===== src/rtl/core/olist_pkg.sv =====
package olist_pkg;

    // field widths of one command and one result
    localparam int FUNC_W      = 3;
    localparam int POS_W       = 6;
    localparam int VAL_W       = 32;
    localparam int CNT_W       = 7;
    localparam int IN_TDATA_W  = 48;
    localparam int OUT_TDATA_W = 56;

    // command codes
    typedef enum logic [FUNC_W-1:0] {
        FN_INSERT_AT     = 3'd0,
        FN_INSERT_SORTED = 3'd1,
        FN_ERASE_AT      = 3'd2,
        FN_REMOVE_VALUE  = 3'd3,
        FN_FIND          = 3'd4,
        FN_GET           = 3'd5,
        FN_SET           = 3'd6
    } t_func;

    // sequencer states
    typedef enum logic [1:0] {
        ST_IDLE,
        ST_EXEC,
        ST_REMOVE
    } t_state;

    // per-cell control from the sequencer
    typedef struct packed {
        logic live;
        logic load_flag;
        logic cmp_ge;
        logic take_val;
        logic take_left;
        logic take_right;
    } t_cell_ctl;

    // result beat, status in the lowest bit
    typedef struct packed {
        logic             is_empty;
        logic [CNT_W-1:0] item_count;
        logic [CNT_W-1:0] removed_count;
        logic [VAL_W-1:0] value_out;
        logic [POS_W-1:0] position_out;
        logic             status;
    } t_result;

endpackage


===== src/rtl/core/olist_scan.sv =====
module olist_scan #(
    parameter int N = 64
) (
    input  logic [N-1:0]         i_flags,
    output logic [N-1:0]         o_incl,
    output logic [N-1:0]         o_first,
    output logic                 o_any,
    output logic [$clog2(N)-1:0] o_first_idx
);
    import olist_pkg::*;

    localparam int IW = $clog2(N);

    // prefix or in log steps: o_incl[i] is set when any flag at or below i is set
    always_comb begin
        logic [N-1:0] v_acc;
        v_acc = i_flags;
        for (int s = 1; s < N; s = s * 2) begin
            v_acc = v_acc | (v_acc << s);
        end
        o_incl = v_acc;
    end

    // one-hot of the lowest set flag
    assign o_first = o_incl & ~{o_incl[N-2:0], 1'b0};
    assign o_any   = o_incl[N-1];

    // encode the one-hot into an index
    always_comb begin
        logic [IW-1:0] v_idx;
        v_idx = '0;
        for (int i = 0; i < N; i++) begin
            if (o_first[i]) begin
                v_idx = v_idx | IW'(i);
            end
        end
        o_first_idx = v_idx;
    end

endmodule


===== config.mk =====
export PLATFORM = sky130hd
export DESIGN_NAME = olist_scan
export DESIGN_NICKNAME = d
export VERILOG_FILES = /design/src/rtl/core/olist_pkg.sv /design/src/rtl/core/olist_scan.sv
export SDC_FILE = /design/constraint.sdc
export NUM_CORES = 1
export LEC_CHECK = 0
export BUFFER_PORTS_ARGS = -buffer_cell sky130_fd_sc_hd__buf_2
export CAP_MARGIN = 10
export CORE_AREA = 2 2 77 79
export DETAILED_ROUTE_END_ITERATION = 7
export DIE_AREA = 0 0 79 81
export PLACE_DENSITY_LB_ADDON = 0.25
export RECOVER_POWER = 100
export SLEW_MARGIN = 10
export SYNTH_ARGS = -nofsm -noshare
export SYNTH_HDL_FRONTEND = slang
export SYNTH_SLANG_ARGS = --single-unit

===== constraint.sdc =====
create_clock -name vclk -period 2.6
set_input_delay 0.13 -clock vclk [all_inputs]
set_output_delay 0.13 -clock vclk [all_outputs]
set_load 0.01 [all_outputs]

# [Word level (Yosys, flattened, before mapping)]
# Cells that the tools add are included.
[classes] n_bitwise=8 n_mux=63
[op_table] operator="OR 64 bit" count=6
[op_table] operator="2-to-1 mux 6 bit" count=32
[op_table] operator="2-to-1 mux 5 bit" count=16
[op_table] operator="AND 64 bit" count=1
[op_table] operator="inverter 64 bit" count=1
[op_table] operator="2-to-1 mux 4 bit" count=8
[op_table] operator="2-to-1 mux 3 bit" count=4
[op_table] operator="2-to-1 mux 2 bit" count=2
[op_table] operator="2-to-1 mux 1 bit" count=1
[totals] input_bits=64 reg_bits=0 out_inout_bits=135 word_cells=71

# [Depth between registers and ports, before layout]
[depth] ltp_word=71 ltp_mapped=10 depth_no_buf=9

# [Least setup slack after synthesis]
# OpenSTA, ideal clock, no wires.
[synth_path] path_type="in2out" from="input i_flags[36]" to="output o_first_idx[0]" arrival_ps=2374 required_time_ps=2470 setup_slack_ps=96 path_stages=9 n_path_buf=1 cell_sequence="nor4_2 > nand3_1 > or4_1 > buf_2 > nor2_1 > inv_1 > nor4b_1 > nor4_1 > nand4b_1"
[synth_between] word_cells_on_any_way=35 cone_classes="mux (27); bitwise (8)"
[synth_rtl] item="from (decl)" line="olist_scan.sv:4" rtl="input logic [N-1:0] i_flags,"
[synth_rtl] item="OR 64 bit (6 in series)" line="olist_scan.sv:19" rtl="v_acc = v_acc | (v_acc << s);"
[synth_rtl] item="via o_incl[40]" line="olist_scan.sv:5" rtl="output logic [N-1:0] o_incl,"
[synth_rtl] item="inverter 64 bit" line="olist_scan.sv:25" rtl="assign o_first = o_incl & ~{o_incl[N-2:0], 1'b0};"
[synth_rtl] item="AND 64 bit" line="olist_scan.sv:25"
[synth_rtl] item="2-to-1 mux 6 bit (23 in series)" line="olist_scan.sv:33" rtl="if (o_first[i]) begin"
[synth_rtl] item="to (decl)" line="olist_scan.sv:8" rtl="output logic [$clog2(N)-1:0] o_first_idx"
# The timed path passes the listed nets, and every way through them passes these cells.

# [Final worst setup path]
[layout_path] from="input i_flags[58]" to="output o_first_idx[5]"
[layout_between] elab_chain_len=13 word_cells_on_any_way=14 cone_classes="mux (6); bitwise (8)"
[layout_lines] item="OR 64 bit * (6 in series)" line="olist_scan.sv:19"
[layout_lines] item="AND 64 bit *" line="olist_scan.sv:25"
[layout_lines] item="2-to-1 mux 6 bit / AND 64 bit (equally long branches)" line="olist_scan.sv:33, olist_scan.sv:25"
[layout_lines] item="2-to-1 mux 6 bit (4 in series)" line="olist_scan.sv:33"
[layout_lines] item="2-to-1 mux 6 bit *" line="olist_scan.sv:33"
# Mark *: on every way between the ends. The rest lies on a longest branch, timed or not.

==> run metrics <==
Die H=81 µm; Synth area leader=nor2_1; Layout Nets=670; FF/Latch Area=0 µm²; global-route wire length before repair=16300 µm; number of remaining DRC errors=0; CP Capture Type=output port; Slew HR=65.1%; largest fanout on the critical path=3; non-filler cells, final=679; Final setup viols=2; clock share of power=0%; Worst EP required=2.47 ns; hold slack final=0.585 ns; Crit Path Class=primary input to output port; switch share=53.5%; period utilization=101%; combinational fraction of design power=100.0%; fin. max-slew vios=0; XOR/XNOR Fraction of Synth Area=0%; library cells used by synthesis=53; MaxCap Viol Count=0; dpl ws=-0.211 ns; Iteration-0 DRC Markers=310; antenna violations before repair=0; Yosys top cell area share=9.36%; grt ovf=0; remaining antenna violation count=0; f_max=380 MHz; P per Cell Area=59.6 nW/µm²; Final Core Density=67.9%; Syn Area/Cell=5.84 µm²; unrepaired setup endpoints after global routing=yes; Sequential Power Share=0%; Routed WL=11400 µm; Syn Inst Count=323; Via Count=3812; Routed wire per std cell=16.8 µm; Synth Area in Compound Gates=8.10%; IO Pins=199; Fin. Hold Viols=0; Int Pwr=0.107 mW; input/output buffers=199; Arrival @ worst endpoint=2.50 ns; Final Worst Setup Slack=-0.0328 ns; die area=6400 µm²; largest family of logic cells by synthesized area=simple AND/OR/NAND/NOR gates; Cell Count Post-Placement=669; routability congestion estimate=0.978; Placed Area=3570 µm²; Seq cells=0; Synth area leaders=nor2_1 9.4%, nor3_1 6.9%, inv_1 5.8%; Design Power=0.230 mW; Leak=1.93 nW; n_diodes=0; Starting Density=33.2%; failing checks=negative setup slack; Total GRT Usage=31.9%; mux cell area share after synthesis=0%; Post-Syn Area=1890 µm²; sequential share of the synthesized area=0%; TNS Setup=-0.0410 ns; syn_nets=387; HP Class=primary input to output port; Vias/cell=5.61; Period minus WS final=2.63 ns; Core Area=5680 µm²; pin count of the biggest net entering global routing=12; Slew @ Worst Pin=0.517 ns; area delta synth->final=104%; post-synthesis simple-gate area fraction=81.7%; Yosys warnings=0; Critical Path Source Type=primary input; vias in the first global route=3381; Detailed Routing Iterations Pass 1=5; NetSw=0.123 mW; dpl hpwl=9360 µm; Max VDD drop=70.0 µV; Final Cell Area=3850 µm²; Clock buffer cells=0; share of layout cells above drive strength 1=50.3%; Synth Area in Adders=0%; outcome=finished, violations left; num rows=28; Die X-Extent=79 µm
-- final timing paths --
kind,from,endpoint,depth (start not counted)
setup / recovery,i_flags[58],o_first_idx[5],9
hold / removal,i_flags[14],o_incl[14],4
-- Yosys cell counts, types with 4 or more instances --
cell type	instances
nor2b_1	6
a21oi_1	5
clkbuf_1	8
nor2_1	47
or2_2	6
nand4_1	15
nor4b_1	7
nand2b_1	6
nand4b_1	5
nand3_1	20
and3_1	17
a31oi_1	4
nor3_1	26
and2_1	7
buf_2	4
nor4_1	15
nand3b_1	5
inv_1	29
or4_1	5
nand2_1	27
or3_1	11
-- final cells by class --
type                            instances  area [µm²]
Multi-Input combinational cell        276        1920
Fill cell                             565        1820
Timing Repair Buffer                  297        1730
Inverter                               31         119
Tap cell                               75        93.8
-- what timing repair did --
item / in CTS / in global routing
gates resized for setup: 25 / 33
buffers inserted: 9 / 2
endpoints found under the setup margin: 6 / 7
pin swaps: 23 / 20
hold buffers: 0 / 0
-- power groups by stage --
stage	logic (mW)	clock network (mW)	registers, mW
2_1_floorplan	0.0606	0	0
3_3_place_gp	0.201	0	0
5_1_grt	0.245	0	0
4_1_cts	0.216	0	0
6_report	0.230	0	0
3_5_place_dp	0.202	0	0
-- per-layer routing --
layer	part of all wire, %	wire length [µm]	global-route usage, %
met5	0	0	0
met4	3.4	392	8.28
met3	9.0	1020	4.00
met2	49	5550	59.2
met1	39	4470	38.8
-- cells by family (layout without fill, tap and decap cells) --
group | count (synthesis) | after routing
AO/OA/AOI/OAI | 22 | 22
buffers and inverters | 47 | 328
AND/OR/NAND/NOR | 254 | 254
-- critical path, stage by stage --
cell and delay (ns):
buf_2 0.13, or3_1 0.40, or3_1 0.38, buf_4 0.16, or3_1 0.33, a211oi_2 0.27
nand4_1 0.23, nand4b_1 0.28, buf_2 0.19
-- layout by cell type (no fill, tap or decap), types with 6 or more instances in the layout --
cell type and count:
buf_2 152, buf_4 89, clkbuf_1 45, nor2_1 43
inv_1 29, nand2_1 26, nor3_1 25, nand3_1 20
and3_1 19, nand4_1 15, or3_1 11, nor4_4 10
buf_6 10, nor4_1 8, or2_2 6, nand2b_1 6
nor2b_1 6
No activity file was read; power rests on OpenSTA's default activity.
