$ cat config.mk
export PLATFORM = sky130hd
export DESIGN_NAME = olist_cell
export DESIGN_NICKNAME = d
export VERILOG_FILES = /design/src/rtl/core/olist_pkg.sv /design/src/rtl/core/olist_cell.sv
export SDC_FILE = /design/constraint.sdc
export NUM_CORES = 1
export LEC_CHECK = 0
export ABC_CLOCK_PERIOD_IN_PS = 2600
export BUFFER_PORTS_ARGS = -buffer_cell sky130_fd_sc_hd__buf_2
export CELL_PAD_IN_SITES_DETAIL_PLACEMENT = 0
export CELL_PAD_IN_SITES_GLOBAL_PLACEMENT = 1
export CORE_MARGIN = 3
export CORE_UTILIZATION = 32
export CTS_BUF_LIST = sky130_fd_sc_hd__clkbuf_4 sky130_fd_sc_hd__clkbuf_8 sky130_fd_sc_hd__clkbuf_16
export DETAILED_ROUTE_END_ITERATION = 8
export HOLD_SLACK_MARGIN = 0.15
export PLACE_DENSITY = 0.81
export SLEW_MARGIN = 10
export SYNTH_ARGS = -nofsm -noshare
export SYNTH_HDL_FRONTEND = slang
export SYNTH_SLANG_ARGS = --single-unit
$ cat constraint.sdc
create_clock -name i_clk -period 2.6 [get_ports i_clk]
set_clock_uncertainty 0.15 [all_clocks]
set_input_delay 0.52 -clock i_clk [delete_from_list [all_inputs] [get_ports i_clk]]
set_output_delay 0.52 -clock i_clk [all_outputs]
set_load 0.01 [all_outputs]
$ cat src/rtl/core/olist_pkg.sv
package olist_pkg;

    // field widths of one command and one result
    localparam int FUNC_W      = 3;
    localparam int POS_W       = 6;
    localparam int VAL_W       = 32;
    localparam int CNT_W       = 7;
    localparam int IN_TDATA_W  = 48;
    localparam int OUT_TDATA_W = 56;

    // command codes
    typedef enum logic [FUNC_W-1:0] {
        FN_INSERT_AT     = 3'd0,
        FN_INSERT_SORTED = 3'd1,
        FN_ERASE_AT      = 3'd2,
        FN_REMOVE_VALUE  = 3'd3,
        FN_FIND          = 3'd4,
        FN_GET           = 3'd5,
        FN_SET           = 3'd6
    } t_func;

    // sequencer states
    typedef enum logic [1:0] {
        ST_IDLE,
        ST_EXEC,
        ST_REMOVE
    } t_state;

    // per-cell control from the sequencer
    typedef struct packed {
        logic live;
        logic load_flag;
        logic cmp_ge;
        logic take_val;
        logic take_left;
        logic take_right;
    } t_cell_ctl;

    // result beat, status in the lowest bit
    typedef struct packed {
        logic             is_empty;
        logic [CNT_W-1:0] item_count;
        logic [CNT_W-1:0] removed_count;
        logic [VAL_W-1:0] value_out;
        logic [POS_W-1:0] position_out;
        logic             status;
    } t_result;

endpackage

$ cat src/rtl/core/olist_cell.sv
module olist_cell (
    input  logic                    i_clk,
    input  logic                    i_rst_n,
    input  olist_pkg::t_cell_ctl    i_ctl,
    input  logic [olist_pkg::VAL_W-1:0] i_value,
    input  logic [olist_pkg::VAL_W-1:0] i_left_entry,
    input  logic [olist_pkg::VAL_W-1:0] i_right_entry,
    input  logic                    i_right_flag,
    output logic [olist_pkg::VAL_W-1:0] o_entry,
    output logic                    o_flag
);
    import olist_pkg::*;

    logic [VAL_W-1:0] r_entry;
    logic [VAL_W-1:0] n_entry;
    logic             r_flag;
    logic             n_flag;
    logic             w_hit;

    // compare against the command value: greater-or-equal for sorted insert, else equal
    assign w_hit = i_ctl.cmp_ge ? (r_entry >= i_value) : (r_entry == i_value);

    // entry select: new value, shift up from the left, shift down from the right
    always_comb begin
        if (i_ctl.take_val) begin
            n_entry = i_value;
        end else if (i_ctl.take_left) begin
            n_entry = i_left_entry;
        end else if (i_ctl.take_right) begin
            n_entry = i_right_entry;
        end else begin
            n_entry = r_entry;
        end
    end

    // match flag travels with its entry while compacting
    always_comb begin
        if (i_ctl.load_flag) begin
            n_flag = i_ctl.live & w_hit;
        end else if (i_ctl.take_right) begin
            n_flag = i_right_flag;
        end else begin
            n_flag = r_flag;
        end
    end

    always_ff @(posedge i_clk) begin
        r_entry <= n_entry;
    end

    always_ff @(posedge i_clk) begin
        if (!i_rst_n) begin
            r_flag <= 1'b0;
        end else begin
            r_flag <= n_flag;
        end
    end

    assign o_entry = r_entry;
    assign o_flag  = r_flag;

endmodule

* Yosys cells after proc, flatten, opt, wreduce, memory -nomap -nowiden
Cells that the tools add are included.
** Cells by class
- Bitwise logic cells :: 1
- Equality and inequality tests :: 1
- Magnitude comparators :: 1
- Reduce and logical (&&, ||, !) cells :: 2
- Multiplexer cells :: 6
** Operator list (count)
- 2-to-1 mux 32 bit :: 3
- equality test 32 bit :: 1
- greater-or-equal comparator 32 bit :: 1
- 2-to-1 mux 1 bit :: 3
- nonzero test 3 bit :: 1
- nonzero test 2 bit :: 1
- AND 1 bit :: 1
** Word-level totals
- Logic and storage cells :: 13
- Bits of input ports :: 105
- Register bits after elaboration :: 33
- Output and inout port bits :: 33

* Longest topological paths before layout
- Depth after elaboration :: 4
- Gate-level depth with buffers :: 8
- Depth with buffers taken out :: 8

* Least setup slack after synthesis
No wires, ideal clock.
- Kind :: input -> register
- Start :: input i_ctl[2] in the netlist's numbering
- End :: register r_entry[0], in the netlist o_entry[0] (enable)
- Setup time :: 390 ps
- Required time :: 2060 ps
- Buffers on the path :: 1
- Path slack :: 531 ps
- Data arrival time :: 1529 ps
- Stages on the path :: 2
- Cells stage by stage :: clkbuf_1 or3_1
** On the way
- Cells in the longest elaborated chain, start to end :: 1
** RTL lines
- start, declared :: line olist_cell.sv:4 : input olist_pkg::t_cell_ctl i_ctl,
- nonzero test 3 bit (no source line)
- end signal, assigned :: line olist_cell.sv:48 : r_entry <= n_entry;
- end, declared :: line olist_cell.sv:14 : logic [VAL_W-1:0] r_entry;
No other way between the ends.
A chain may end at the register's enable or synchronous reset.

* Worst setup path after layout
- Start :: register r_entry[7], in the netlist o_entry[7]
- End :: register r_flag, in the netlist o_flag
** On the way
- Cells in the longest elaborated chain, start to end :: 4
- Elaborated cells between the ends (all ways) :: 5
- Those cells by class :: order compare: 1; eq/ne: 1; mux: 2; bitwise: 1
** RTL lines
- greater-or-equal comparator 32 bit / equality test 32 bit (equally long branches) :: line olist_cell.sv:21 : assign w_hit = i_ctl.cmp_ge ? (r_entry >= i_value) : (r_entry == i_value);
- 2-to-1 mux 1 bit (*) :: line olist_cell.sv:21
- AND 1 bit (*) :: line olist_cell.sv:39 : n_flag = i_ctl.live & w_hit;
- 2-to-1 mux 1 bit (*) :: line olist_cell.sv:38 : if (i_ctl.load_flag) begin
- end signal, assigned :: line olist_cell.sv:55 : r_flag <= n_flag;
- end, declared :: line olist_cell.sv:16 : logic r_flag;
Every way passes the cells marked *; elsewhere a longest branch is shown, timed or not.

==> results.ini <==
[layout]
final_common_cell = buf_2
drive_above_1_share_pct = 38.0
fin_nets = 539
final_cell_mix = buf_2, nand2_1, o21ai_0
diodes = 0
area_delta_synth_final_pct = 36.1
final_area_um2 = 3390
fin_cells = 502
final_core_util_pct = 45.7

[drt]
wl_um = 6640
num_vias = 2361
drtPass1Iterations = 4
drtIter0Drc = 68
drt.antenna.violating_nets = 0
drc = 0
wl_per_cell_um = 13.2
via_per_inst = 4.70

[setup_path]
rrSetupSlack_ns = 0.68
critPathArrivalTime_ns = 1.94
crit_slowest_cell = edfxtp_1
cp_max_fo = 3
path_depth = 6
crit_top_cell = a21oi_1
crit_type = reg2reg
cpPeakStageDelay_ns = 0.40
start_kind = flip-flop
r2r-end = o_flag
reg2reg_from = o_entry[7]
crit_path_end_kind = flip-flop
cp_num_buf_inv = 0
crit_path_cell_trace = ha_1 > a21oi_1 > o21ai_0 > a221o_1 > o311ai_1 > a21oi_1
critPathTopFamily = compound AO/OA/AOI/OAI gates
r2r_cells = 6
critical_path_required_ns = 2.62

[logic_synthesis]
synthTopCellsByArea = edfxtp_1, ha_1, mux2i_1
ys.flop_type = edfxtp_1
synth-seq-cells = 33
synth_area_leader_cell = edfxtp_1
avgSynthCellArea_um2 = 9.46
syn_nets = 400
syn_area_um2 = 2490
synth_edf_count = 32
yosysSeqAreaShare_pct = 39.4
netlist.area_leader.share_pct = 38.6
synth_warnings = 0
synthArstFlopShare_pct = 0
synthCells = 263
ys_types = 26

[timing]
setup_slack_ns = 0.684
rsz0062_at_grt = false
fin_crit_sh_pct = 73.7
final_max_slew_viol_count = 0
finalSetupViolCount = 0
finalSetupTns_ns = 0
worstMarginPinSlew_ns = 0.405
slew_headroom_pct = 72.3
min_period_ns = 1.92
timing.fmax_mhz = 522
finalHoldViolations = 0

[clock_network]
ctsHoldBuffers = 0
cts-root-buf = clkbuf_8
cts_resized = 0
clock-sinks = 33
clk_pin_slew_worst_paths_ns = 0.07
clk_latency_ns = 0.28
cts_inserted_buffers = 5
clockBufferDepth = 2
cts_setup_buffers = 0
cts_tree = yes
cts-htree-levels = 2

[placed_design]
dpl_cell_area_um2 = 3300
io_buffers = 137
placed_cells_incl_taps = 494
post-dp-hpwl_um = 5550
dpl_worst_slack_ns = 0.444
place_congestion = 0.692

[pwr]
p_per_area_nw_per_um2 = 455
irDropWorstVdd_v = 0.000177
p_leak_nw = 1.81

[hold_path]
hold_path_depth = 3
hold_class = in2reg
hold-path-endpoint = o_flag
min_from = i_rst_n

[floorplan]
rows = 31
top_level_ports = 138
initial_utilization_pct = 33.6
dieArea_um2 = 8870
die_x_um = 94.2
core_um2 = 7410
die_height_um = 94.2

[global_route]
track_usage_pct = 15.0
grt_pass1_vias = 2408
grt_pass1_wl_um = 10400
grt_start_max_net_pins = 33
grt_overflow = 0
antenna_found_initial = 1

[run_status]
status = finished clean

[flow_run]
cap_violations = 0

-- through the flow --
stage / power [W] / hold WS (ns)
2_1_floorplan: 0.000941 / 0.486
3_3_place_gp: 0.00114 / 0.511
3_5_place_dp: 0.00115 / 0.529
4_1_cts: 0.00157 / 0.318
5_1_grt: 0.00166 / 0.316
6_report: 0.00154 / 0.326
-- synth_stat cells (2+ instances only) --
cell type  number
clkbuf_1        7
mux2i_1        33
edfxtp_1       32
nand3_1         4
ha_1           32
inv_1          33
a21o_1          2
buf_2           4
o21ai_0        37
nor2_1          2
and4_1          2
a21oi_1        15
nand2_1        42
nand4_1         6
-- area by class of cell --
class	count	area, um^2
Tap cell	99	124
Multi-Input combinational cell	186	1340
Sequential cell	33	981
Clock buffer	8	91.3
Fill cell	746	4020
Timing Repair Buffer	143	731
Inverter	33	124
-- worst reg2reg max path: cells and delay by family, from the launching register on --
family	cells	cell delay [ns]
DFF	1	0.40
AOI/OAI and AO/OA	5	0.92
adders and majority gates	1	0.33
-- registers in the layout (all words and copies together) (netlist names) --
signal   flops
o_flag       1
o_entry     32
-- cell families after synthesis --
group	Yosys count	synth area share, %
AO/OA/AOI/OAI	61	13.5
multiplexers	33	13.3
AND/OR/NAND/NOR	60	10.9
buffers and inverters	44	6.84
flip-flops	33	39.4
adder cells (fa/ha/maj)	32	16.1
-- metal layers --
metal / routed length, um / global-route usage [%]
met5: 11 / 0
met4: 197 / 6.86
met3: 607 / 5.93
met2: 3140 / 25.1
met1: 2690 / 16.8
-- how the worst max path moves through the flow --
| stage | start | end | slack, ns |
|---|---|---|---|
| after floorplan | i_ctl[2] | o_entry[0] | 0.53 |
| after global placement | i_value[7] | o_flag | 0.47 |
| after detailed placement | i_value[7] | o_flag | 0.44 |
| after CTS | o_entry[7] | o_flag | 0.68 |
| after global routing | o_entry[7] | o_flag | 0.49 |
| final | o_entry[7] | o_flag | 0.68 |
-- where the power goes --
part | leakage (nW) | internal, W | switching, W | total [W]
logic | 1.42 | 0.000213 | 0.000233 | 0.000446
clock network | 0.0498 | 0.000222 | 0.000185 | 0.000407
registers | 0.347 | 0.000655 | 0.0000325 | 0.000687
Power figures use the tool's default switching activity.
